**src/sv/simon_pkg.sv**
```systemverilog
package simon_pkg;

  localparam int unsigned WordW    = 16;
  localparam int unsigned BlockW   = 2 * WordW;
  localparam int unsigned KeyW     = 64;
  localparam int unsigned KeyWords = 4;
  localparam int unsigned RoundsDefault = 32;

  localparam logic [WordW-1:0] KeyConst = 16'hfffc;

  // z0 sequence, element 0 first
  localparam int unsigned ZLen = 62;
  localparam logic [0:ZLen-1] ZSeq =
    62'b11111010001001010110000111001101111101000100101011000011100110;

  typedef enum logic [3:0] {
    ST_EXPAND = 4'b0001,
    ST_IDLE   = 4'b0010,
    ST_RUN    = 4'b0100,
    ST_HOLD   = 4'b1000
  } ctrl_state_e;

  // shift control for the round key ring
  typedef struct packed {
    logic shl;  // take value from the upper neighbor
    logic shr;  // take value from the lower neighbor
  } key_ctrl_t;

  function automatic logic [WordW-1:0] rotl(input logic [WordW-1:0] v, input int unsigned s);
    rotl = (v << s) | (v >> (WordW - s));
  endfunction

  function automatic logic [WordW-1:0] rotr(input logic [WordW-1:0] v, input int unsigned s);
    rotr = (v >> s) | (v << (WordW - s));
  endfunction

endpackage

```
**src/sv/simon_key_cell.sv**
```systemverilog
module simon_key_cell import simon_pkg::*; (
  input  logic             clk_i,
  input  key_ctrl_t        ctrl_i,
  input  logic [WordW-1:0] from_hi_i,
  input  logic [WordW-1:0] from_lo_i,
  output logic [WordW-1:0] key_o
);

  logic [WordW-1:0] key_q, key_d;

  always_comb begin
    key_d = key_q;
    if (ctrl_i.shl) begin
      key_d = from_hi_i;
    end else if (ctrl_i.shr) begin
      key_d = from_lo_i;
    end
  end

  always_ff @(posedge clk_i) begin
    key_q <= key_d;
  end

  assign key_o = key_q;

endmodule

```
**src/sv/simon_round.sv**
```systemverilog
module simon_round import simon_pkg::*; (
  input  logic              clk_i,
  input  logic              load_i,
  input  logic [BlockW-1:0] block_i,
  input  logic              step_i,
  input  logic              dec_i,
  input  logic [WordW-1:0]  key_i,
  output logic [BlockW-1:0] state_o,
  output logic [BlockW-1:0] next_o
);

  logic [WordW-1:0] x_q, x_d, y_q, y_d;
  logic [WordW-1:0] nx, ny;

  function automatic logic [WordW-1:0] f(input logic [WordW-1:0] v);
    f = (rotl(v, 1) & rotl(v, 8)) ^ rotl(v, 2);
  endfunction

  // one Feistel round, forward or inverse
  always_comb begin
    if (dec_i) begin
      nx = y_q;
      ny = x_q ^ f(y_q) ^ key_i;
    end else begin
      nx = y_q ^ f(x_q) ^ key_i;
      ny = x_q;
    end
  end

  always_comb begin
    x_d = x_q;
    y_d = y_q;
    if (load_i) begin
      x_d = block_i[BlockW-1:WordW];
      y_d = block_i[WordW-1:0];
    end else if (step_i) begin
      x_d = nx;
      y_d = ny;
    end
  end

  always_ff @(posedge clk_i) begin
    x_q <= x_d;
    y_q <= y_d;
  end

  assign state_o = {x_q, y_q};
  assign next_o  = {nx, ny};

endmodule

```
**src/sv/simon32_64_block_cipher_top.sv**
```systemverilog
// Channel   | Direction | Handshake               | Payload
// input     | in        | in_valid_i / in_stall_o | command_i, block_in_i
// output    | out       | out_valid_o/ out_stall_i| block_out_o
// config    | in        | cfg_we_i (no wait)      | cfg_wdata_i (key)
//
// A block is taken from the input while idle, then runs one round per cycle
// through the single round unit, fed by the key ring head.
// After reset and after every key write the ring is refilled, one round key
// per cycle; input is stalled during that sweep.
// A finished result sits in the output register; a stalled output holds the
// round unit until the register frees, then the next block is taken.
module simon32_64_block_cipher_top import simon_pkg::*; #(
  parameter int unsigned ROUNDS = RoundsDefault
) (
  input  logic              clk_i,
  input  logic              rst_ni,
  input  logic              cfg_we_i,
  input  logic [KeyW-1:0]   cfg_wdata_i,
  input  logic              in_valid_i,
  output logic              in_stall_o,
  input  logic              command_i,
  input  logic [BlockW-1:0] block_in_i,
  output logic              out_valid_o,
  input  logic              out_stall_i,
  output logic [BlockW-1:0] block_out_o
);

  localparam int unsigned CntW = $clog2(ROUNDS);

  ctrl_state_e       state_q, state_d;
  logic [CntW-1:0]   cnt_q, cnt_d;
  logic [KeyW-1:0]   key_q;
  logic              dec_q, dec_d;
  logic              out_valid_q, out_valid_d;
  logic [BlockW-1:0] out_q, out_d;

  key_ctrl_t         kctrl;
  logic [WordW-1:0]  cell_key [ROUNDS];
  logic [WordW-1:0]  gen_key, ring_in, head_key;
  logic              round_load, round_step, last, out_free;
  logic [BlockW-1:0] round_state, round_next;
  logic [5:0]        zidx;

  // Key ring: cell i ends up holding round key i. Encrypt rotates down so
  // cell 0 is the head; decrypt rotates up so the top cell is the head.
  // ROUNDS rotations bring the ring back to its rest position.
  for (genvar i = 0; i < ROUNDS; i++) begin : g_cell
    logic [WordW-1:0] hi, lo;
    if (i == ROUNDS - 1) begin : g_top
      assign hi = ring_in;
    end else begin : g_mid
      assign hi = cell_key[i+1];
    end
    if (i == 0) begin : g_bot
      assign lo = cell_key[ROUNDS-1];
    end else begin : g_up
      assign lo = cell_key[i-1];
    end
    simon_key_cell u_cell (
      .clk_i     (clk_i),
      .ctrl_i    (kctrl),
      .from_hi_i (hi),
      .from_lo_i (lo),
      .key_o     (cell_key[i])
    );
  end

  // Expansion: new words enter at the top, so the entries k[i-1], k[i-3] and
  // k[i-4] sit at cells ROUNDS-1, ROUNDS-3, ROUNDS-4.
  always_comb begin
    logic [WordW-1:0] t;
    zidx = 6'(cnt_q) - 6'(KeyWords);
    t = rotr(cell_key[ROUNDS-1], 3) ^ cell_key[ROUNDS-3];
    t = t ^ rotr(t, 1);
    t = t ^ cell_key[ROUNDS-4];
    t = t ^ {{(WordW-1){1'b0}}, ZSeq[zidx]};
    if (6'(cnt_q) < 6'(KeyWords)) begin
      gen_key = key_q[{cnt_q[1:0], 4'b0000} +: WordW];
    end else begin
      gen_key = t ^ KeyConst;
    end
  end

  assign ring_in  = (state_q == ST_EXPAND) ? gen_key : cell_key[0];
  assign head_key = dec_q ? cell_key[ROUNDS-1] : cell_key[0];

  simon_round u_round (
    .clk_i   (clk_i),
    .load_i  (round_load),
    .block_i (block_in_i),
    .step_i  (round_step),
    .dec_i   (dec_q),
    .key_i   (head_key),
    .state_o (round_state),
    .next_o  (round_next)
  );

  assign last     = (cnt_q == CntW'(ROUNDS - 1));
  assign out_free = !out_valid_q || !out_stall_i;

  always_comb begin
    state_d     = state_q;
    cnt_d       = cnt_q;
    dec_d       = dec_q;
    out_d       = out_q;
    out_valid_d = out_valid_q && out_stall_i;
    kctrl       = '0;
    round_load  = 1'b0;
    round_step  = 1'b0;
    unique case (state_q)
      ST_EXPAND: begin
        kctrl.shl = 1'b1;
        cnt_d     = cnt_q + 1'b1;
        if (last) begin
          cnt_d   = '0;
          state_d = ST_IDLE;
        end
      end
      ST_IDLE: begin
        if (in_valid_i) begin
          round_load = 1'b1;
          dec_d      = command_i;
          cnt_d      = '0;
          state_d    = ST_RUN;
        end
      end
      ST_RUN: begin
        kctrl.shl  = !dec_q;
        kctrl.shr  = dec_q;
        round_step = 1'b1;
        cnt_d      = cnt_q + 1'b1;
        if (last) begin
          cnt_d = '0;
          if (out_free) begin
            out_d       = round_next;
            out_valid_d = 1'b1;
            state_d     = ST_IDLE;
          end else begin
            state_d = ST_HOLD;
          end
        end
      end
      ST_HOLD: begin
        if (out_free) begin
          out_d       = round_state;
          out_valid_d = 1'b1;
          state_d     = ST_IDLE;
        end
      end
      default: begin
        state_d = ST_EXPAND;
        cnt_d   = '0;
      end
    endcase
    // key writes are to arrive only while idle, which the block does not enforce; restart the expansion sweep
    if (cfg_we_i) begin
      state_d = ST_EXPAND;
      cnt_d   = '0;
    end
  end

  always_ff @(posedge clk_i or negedge rst_ni) begin
    if (!rst_ni) begin
      state_q     <= ST_EXPAND;
      cnt_q       <= '0;
      key_q       <= '0;
      dec_q       <= 1'b0;
      out_valid_q <= 1'b0;
    end else begin
      state_q     <= state_d;
      cnt_q       <= cnt_d;
      dec_q       <= dec_d;
      out_valid_q <= out_valid_d;
      if (cfg_we_i) begin
        key_q <= cfg_wdata_i;
      end
    end
  end

  always_ff @(posedge clk_i) begin
    out_q <= out_d;
  end

  assign in_stall_o  = (state_q != ST_IDLE);
  assign out_valid_o = out_valid_q;
  assign block_out_o = out_q;

endmodule

```
**config.mk**
```make
export PLATFORM = sky130hd
export DESIGN_NAME = simon32_64_block_cipher_top
export DESIGN_NICKNAME = d
export VERILOG_FILES = /design/src/sv/simon_pkg.sv /design/src/sv/simon_key_cell.sv /design/src/sv/simon_round.sv /design/src/sv/simon32_64_block_cipher_top.sv
export SDC_FILE = /design/constraint.sdc
export NUM_CORES = 1
export LEC_CHECK = 0
export ABC_AREA = 1
export ABC_CLOCK_PERIOD_IN_PS = 12450
export BUFFER_PORTS_ARGS = -buffer_cell sky130_fd_sc_hd__buf_2
export CAP_MARGIN = 20
export CORE_MARGIN = 8
export CORE_UTILIZATION = 55
export CTS_CLUSTER_DIAMETER = 40
export CTS_CLUSTER_SIZE = 14
export DETAILED_ROUTE_END_ITERATION = 10
export GPL_ROUTABILITY_DRIVEN = 0
export PLACE_DENSITY = 0.83
export SYNTH_ARGS = -nofsm -noshare
export SYNTH_HDL_FRONTEND = slang
export SYNTH_SLANG_ARGS = --single-unit
```
**constraint.sdc**
```tcl
create_clock -name clk_i -period 12.45 [get_ports clk_i]
set_clock_uncertainty 0.2 [all_clocks]
set_input_delay 0.6225 -clock clk_i [delete_from_list [all_inputs] [get_ports clk_i]]
set_output_delay 0.6225 -clock clk_i [all_outputs]
set_load 0.1 [all_outputs]
```
## Word-level counts from Yosys, hierarchy flattened

Memory sizes are Yosys's and may differ from the RTL's.
Index checks and enable logic that the tools add are counted.

- $add $sub $neg: 2
- Order comparisons: 2
- Equal/unequal tests: 14
- Shifts and indexed selects: 1
- Muxes and demuxes: 98
- Bitwise logic cells: 22
- Reduce and logical (&&, ||, !) cells: 13

Operators with widths:

| kind | count |
|---|---|
| two-way mux 16 bit | 73 |
| bitwise XOR 16 bit | 9 |
| two-way mux 32 bit | 3 |
| case mux 32 bit (2 select lines) | 1 |
| variable part select 64 x 7 -> 16 bit | 1 |
| bitwise AND 16 bit | 2 |
| bitwise OR 16 x 1 -> 16 bit | 2 |
| bitwise OR 16 x 2 -> 16 bit | 2 |
| bitwise OR 16 x 8 -> 16 bit | 2 |
| two-way mux 4 bit | 6 |
| bitwise OR 13 x 16 -> 16 bit | 1 |
| bitwise OR 15 x 16 -> 16 bit | 1 |
| case mux 4 bit (4 select lines) | 1 |
| bitwise XOR 16 x 1 -> 16 bit | 1 |
| two-way mux 5 bit | 3 |
| case mux 5 bit (3 select lines) | 1 |
| inverter 14 bit | 1 |
| inequality test 3 bit, second input constant | 4 |
| two-way mux 1 bit | 8 |
| inequality test 2 bit, second input constant | 4 |
| AND reduction 4 bit | 2 |
| greater-or-equal comparator 7 bit, second input constant | 1 |
| inverter 6 -> 7 bit | 1 |
| nonzero test 2 bit | 3 |
| 15 further kinds | 19 |

- Register bits: 651
- ROM bits: 64
- Input port bits: 102
- Output and inout port bits: 34
- Word-level logic and storage cells: 193
- Memories kept: 1

Memory list:

| memory | depth | width | rd ports | clocked after memory_dff | wr ports | line | source |
|---|---|---|---|---|---|---|---|
| (name not given) | 64 | 1 | 1 | 0 | 0 | simon32_64_block_cipher_top.sv:76 | `t = t ^ {{(WordW-1){1'b0}}, ZSeq[zidx]};` |

## Depth between registers and ports, before layout

- Depth after elaboration: 10
- Depth in mapped cells: 15
- Mapped depth without buffers: 13

## By module

From an unflattened synthesis, not the netlist that was laid out.

- Cells, all modules: 3,736
- Area, all modules: 33,372.0 µm²

Modules (own cells, without submodules):

| module | times used | cells an instance | area an instance (µm²) | sequential area each (µm²) |
|---|---|---|---|---|
| simon_key_cell | 32 | 69 | 730.7 | 480.5 |
| simon32_64_block_cipher_top | 1 | 855 | 6,251.0 | 2,839.0 |
| simon_round | 1 | 673 | 3,738.6 | 960.9 |

## Least setup slack after synthesis

OpenSTA, ideal clock, no wires.

- Path kind: flip-flop to flip-flop
- Start point: register state_q[3]
- End point: register state_q[2]
- Setup time: 126 ps
- Arrival: 12,697 ps
- Data required time: 12,124 ps
- Path slack: -573 ps
- Cell stages (with the launch flop): 9
- Path buffers: 0
- Period minus slack after synthesis: 13,023 ps
- Cell sequence: dfrtp_1 nor2_1 nand3_2 nand2_1 nand2_1 nor2_1 inv_1 nand3_1 o21ai_0

- Cells in the longest elaborated chain, start to end: 3
- Elaborated cells on any way between the ends: 11
- Those cells by class: eq/ne: 8; mux: 2; reduce/logical: 1

RTL lines:

| element | line | source |
|---|---|---|
| start: declaration | simon32_64_block_cipher_top.sv:30 | `ctrl_state_e state_q, state_d;` |
| start signal: assignment | simon32_64_block_cipher_top.sv:170 | `state_q <= state_d;` |
| == test 4 bit (tied with other cells) | simon32_64_block_cipher_top.sv:110 | `unique case (state_q)` |
| inequality test 3 bit (no source line) / case mux 4 bit (4 select lines) (equally long branches) | -- |  |
| AND reduction 4 bit (no source line) / two-way mux 4 bit (equally long branches) | -- |  |

Parallel ways exist; a longest one is shown, timed or not.
A chain may end at the register's enable or synchronous reset.

## Final worst setup path

- Start point: register state_q[3]
- End point: register g_cell[10].u_cell.key_q[11], enable pin

- Cells in the longest elaborated chain, start to end: 3
- Elaborated cells on any way between the ends: 5
- Those cells by class: eq/ne: 2; mux: 2; reduce/logical: 1

RTL lines:

| element | line | source |
|---|---|---|
| == test 4 x 3 -> 1 bit / == test 4 x 1 -> 1 bit (equally long branches) | simon32_64_block_cipher_top.sv:110 |  |
| case mux 1 bit (2 select lines) / two-way mux 1 bit (equally long branches) | simon32_64_block_cipher_top.sv:110 |  |
| nonzero test 2 bit (no source line) * | -- |  |
| end signal: assignment | simon_key_cell.sv:21 | `key_q <= key_d;` |
| end: declaration | simon_key_cell.sv:9 | `logic [WordW-1:0] key_q, key_d;` |

Mark *: on every way between the ends. The rest lies on a longest branch, timed or not.

==> impl_summary.txt <==
----------------------------------------------------
[Place]
  Cell area reported after detailed placement ... 0.0310 sq mm
  Port Buf Inserts ... 135
  Detail Placement HPWL ... 40,300 um

[Clock network]
  TritonCTS buffer count ... 80
  Clock-pin slew of the registers on the worst-case setup and hold paths ... 0.06 ns
  Clk Tree Root Cell ... clkbuf_16
  # H-tree levels ... 3
  Clock tree from TritonCTS ... yes
  CTS Buffer Depth ... 3
  Gates resized, CTS repair ... 0
  TritonCTS sink count ... 651
  Clock latency of the later-clocked register in the worst-skew pair ... 0.62 ns

[Timing]
  Pins Over Slew Limit ... 0
  Tcrit/Tclk final ... 35.0%
  Tightest Pin Transition ... 1.08 ns
  Final setup TNS ... 0 ns
  Number of setup violations in the final report ... 0
  Number of hold violations in the final report ... 0
  Min Clock Period, post-route ... 4.36 ns
  Highest Clock Rate ... 0.229 GHz
  Slew margin rel. ... 28.3%
  RSZ-0062 raised after global routing ... false

[Route]
  Routed via count divided by cell count ... 5.44
  DRC viols ... 0
  Overall routed net length ... 66,800 um
  Total vias in the final route ... 22,100
  Number of DRC markers after the initial detailed-route iteration ... 2,735
  Final ANT Viol Nets ... 0
  WL/cell ... 16.4 um
  Drt first pass iters ... 5

[Cells and area]
  Fraction of the core area covered by cells at the end of the flow ... 62.0%
  Number of filler cells placed in the layout ... 4,116
  Final instance area ... 0.0340 sq mm
  FF+latch area ... 0.0192 sq mm
  NumNets Final ... 3,411
  P&R area growth vs syn ... 12.1%
  Fraction of final layout cells sized beyond drive strength 1 ... 8.83%
  Multi-input gate area in the final layout ... 0.00952 sq mm

[Logic synthesis]
  Count of state elements after synthesis ... 651
  Main area contributors after synthesis ... edfxtp_1 (57%), nand2_1 (21%), dfrtp_1 (6.1%), o21ai_0 (3.2%), xor2_1 (2.0%)
  Post-Synthesis Mean Instance Area ... 9.46 sq um
  Cell accounting for the most synthesized area ... edfxtp_1
  Register area share after synthesis ... 63.3%
  Number of distinct library cells after synthesis ... 32
  Cell area after synthesis ... 0.0303 sq mm
  Post-Synthesis Cells ... 3,201
  Count of synthesis-stage warnings from yosys ... 0
  Post-synthesis net count ... 3,312
  Share of Yosys cell area claimed by the top area cell type ... 57.1%

[Setup path]
  Data required time of the worst path ... 12.55 ns
  Startpoint type of the worst setup path ... flip-flop
  Arr. time, crit path ... 4.46 ns
  Crit path capture type ... flip-flop
  Register-to-Register Path Depth ... 6
  Startpoint of the lowest-slack register-to-register path ... state_q[3]
  Critical path's largest stage delay ... 0.86 ns
  Largest fanout on the critical path ... 117
  Critical path class ... reg2reg
  Cell occurring most often along the worst timing path ... buf_4
  Reg2Reg Setup Slack ... 8.09 ns
  Setup crit start ... state_q[3]
  Sequence of cells on the critical path ... nor2_1, nand3_2, nand2_8, buf_4, buf_4, buf_12
  Slowest-stage cell, CP ... nand2_8
  Capturing point of the worst reg2reg path ... g_cell[10].u_cell.key_o[11]

[Status]
  Run status ... complete, no violations

[Floorplanning]
  DIE HEIGHT ... 251 um
  Die Width ... 251 um
  I/O Pins ... 136
  FP Rows ... 86
  Effective utilization at floorplan ... 55.3%
  Placeable Area ... 0.0548 sq mm
  Die area ... 0.0628 sq mm

[Global routing]
  Initial antenna violation count ... 1
  Total GRT Usage ... 20.8%
  Global-route wire length before repair ... 108,000 um
  Overflow after GRT ... 0
  Vias in the first global route ... 21,300
  Maximum number of pins on one net before global-route repair ... 219

[Power and ir drop]
  Internal power ... 0.00656 W
  Proportion of power drawn by the clock network ... 21.6%
  Switching Share ... 39.3%
  Comb pwr share ... 34.2%
  Power density cells ... 318 mW/mm^2
  Reported net switching power ... 0.00425 W
  Leakage dissipation ... 15.4 nW
  Peak VDD IR ... 0.222 mV
  Share of power burned in registers ... 44.3%

[Worst hold path]
  Hold Crit Class ... in2reg
  Hold path startpoint ... cfg_wdata_i[61]
  Hold-critical path depth ... 3
  Hold Crit Endpoint ... key_q[61]

[Run]
  Max-cap violations ... 0

----------------------------------------------------
[how the worst max path moves through the flow]
stage	endpoint	slack (ns)	cells past startpoint
after floorplan	state_q[2]	4.33	8
after global placement	g_cell[24].u_cell.key_o[2]	8.09	5
after detailed placement	g_cell[15].u_cell.key_o[10]	8.05	5
after CTS	g_cell[18].u_cell.key_o[5]	8.05	5
after global routing	g_cell[27].u_cell.key_o[11]	7.88	6
final	g_cell[10].u_cell.key_o[11]	8.09	6
[timing repair]
item / 4_1_cts / 5_1_grt
setup buffers: 0 / 0
hold buffers: 21 / 0
endpoints found under the setup margin: 0 / 0
hold endpoints to repair: 21 / 0
[worst max-delay path, delay by kind of cell, from the launching register on]
kind	cells	cell delay, ns
buffers and inverters	3	1.78
AND/OR/NAND/NOR	3	1.53
flip-flops	1	0.39
[power groups by stage]
stage | registers, W | clock network (W) | logic, W
3_5_place_dp | 0.00478 | 0 | 0.00359
4_1_cts | 0.00477 | 0.00236 | 0.00366
5_1_grt | 0.00489 | 0.00244 | 0.00420
6_report | 0.00478 | 0.00233 | 0.00369
2_1_floorplan | 0.00485 | 0 | 0.00302
3_3_place_gp | 0.00477 | 0 | 0.00345
[synthesized netlist by cell type]
library cell,n
o21ai_1,9
xor2_1,70
nor3_1,1
nand3_1,75
nor2_2,2
nor2_1,31
inv_1,151
buf_6,46
dfstp_2,1
o21bai_1,13
buf_2,47
inv_2,1
a32o_1,1
ha_1,9
nand3_2,1
clkinv_1,6
o21ai_2,1
xnor2_1,25
clkbuf_1,52
buf_4,10
o21ai_0,192
a211oi_1,1
nor3b_1,1
o31ai_1,1
nand2_1,1711
dfrtp_1,74
a21oi_1,80
clkbuf_2,1
or2_2,3
buf_1,5
a21o_1,4
edfxtp_1,576
[registers in the layout, summed over array words and instances, names as in the netlist]
name                 cells
u_round.x_q             16
block_out_o             32
key_q                   64
u_round.y_q             16
g_cell.u_cell.key_o    512
cnt_q                    5
state_q                  4
dec_q                    1
out_valid_o              1
[through the flow]
step	hold slack [ns]	instances	setup WS, ns	power, W
6_report	0.0181	4067	8.09	0.0108
5_1_grt	0.00601	4067	7.88	0.0115
4_1_cts	0.0000118	4064	8.05	0.0108
3_5_place_dp	0.253	3899	8.05	0.00837
3_3_place_gp	0.250	3899	8.09	0.00821
2_1_floorplan	0.127	3201	4.33	0.00787
[cell usage in the layout, fill, tap and decap left out, drive strengths merged]
| cell | Yosys | layout |
|---|---|---|
| or2 | 3 | 3 |
| dlygate4sd3 | 0 | 21 |
| a21o | 4 | 4 |
| ha | 9 | 9 |
| clkinv | 6 | 34 |
| nand2 | 1711 | 1711 |
| diode | 0 | 1 |
| xor2 | 70 | 70 |
| inv | 152 | 167 |
| buf | 108 | 157 |
| nor3b | 1 | 1 |
| o21bai | 13 | 13 |
| xnor2 | 25 | 25 |
| clkinvlp | 0 | 7 |
| nor2 | 33 | 33 |
| nor3 | 1 | 1 |
| dfstp | 1 | 1 |
| dfrtp | 74 | 74 |
| edfxtp | 576 | 576 |
| bufinv | 0 | 7 |
| a211oi | 1 | 1 |
| a21oi | 80 | 80 |
| a32o | 1 | 1 |
| o21ai | 202 | 202 |
| clkbuf | 53 | 87 |
| o31ai | 1 | 1 |
| nand3 | 76 | 76 |
[per-layer routing]
metal	up-vias	global-route usage (%)	part of all wire [%]	wire (um)
met5	-	0	0	0
met4	0	8.20	3.7	2480
met3	188	3.68	7.3	4860
met2	893	33.2	48	31800
met1	10500	28.1	41	27700
li1	10600	-	-	-
[layout make-up]
type,instances,area share [%]
repair buffers,178,3.23
diodes,1,0.00737
flip-flops and latches,651,56.5
multi-input cells,2231,28.0
inverters,158,1.77
clock buffers,87,6.10
well taps,704,2.59
clock inverters,57,1.81
[logic make-up (layout without fill, tap and decap cells)]
group                      count (synthesis)  in the layout  synth area share [%]
and+or+nand+nor                         1825           1825                  23.0
DFF                                      651            651                  63.3
buffers and inverters                    319            480                  5.41
AOI/OAI and AO/OA                        302            302                  5.17
xor gates and xnor gates                  95             95                  2.75
adders and majority gates                  9              9                 0.372
other                                      0              1                     0
Power figures use the tool's default switching activity.
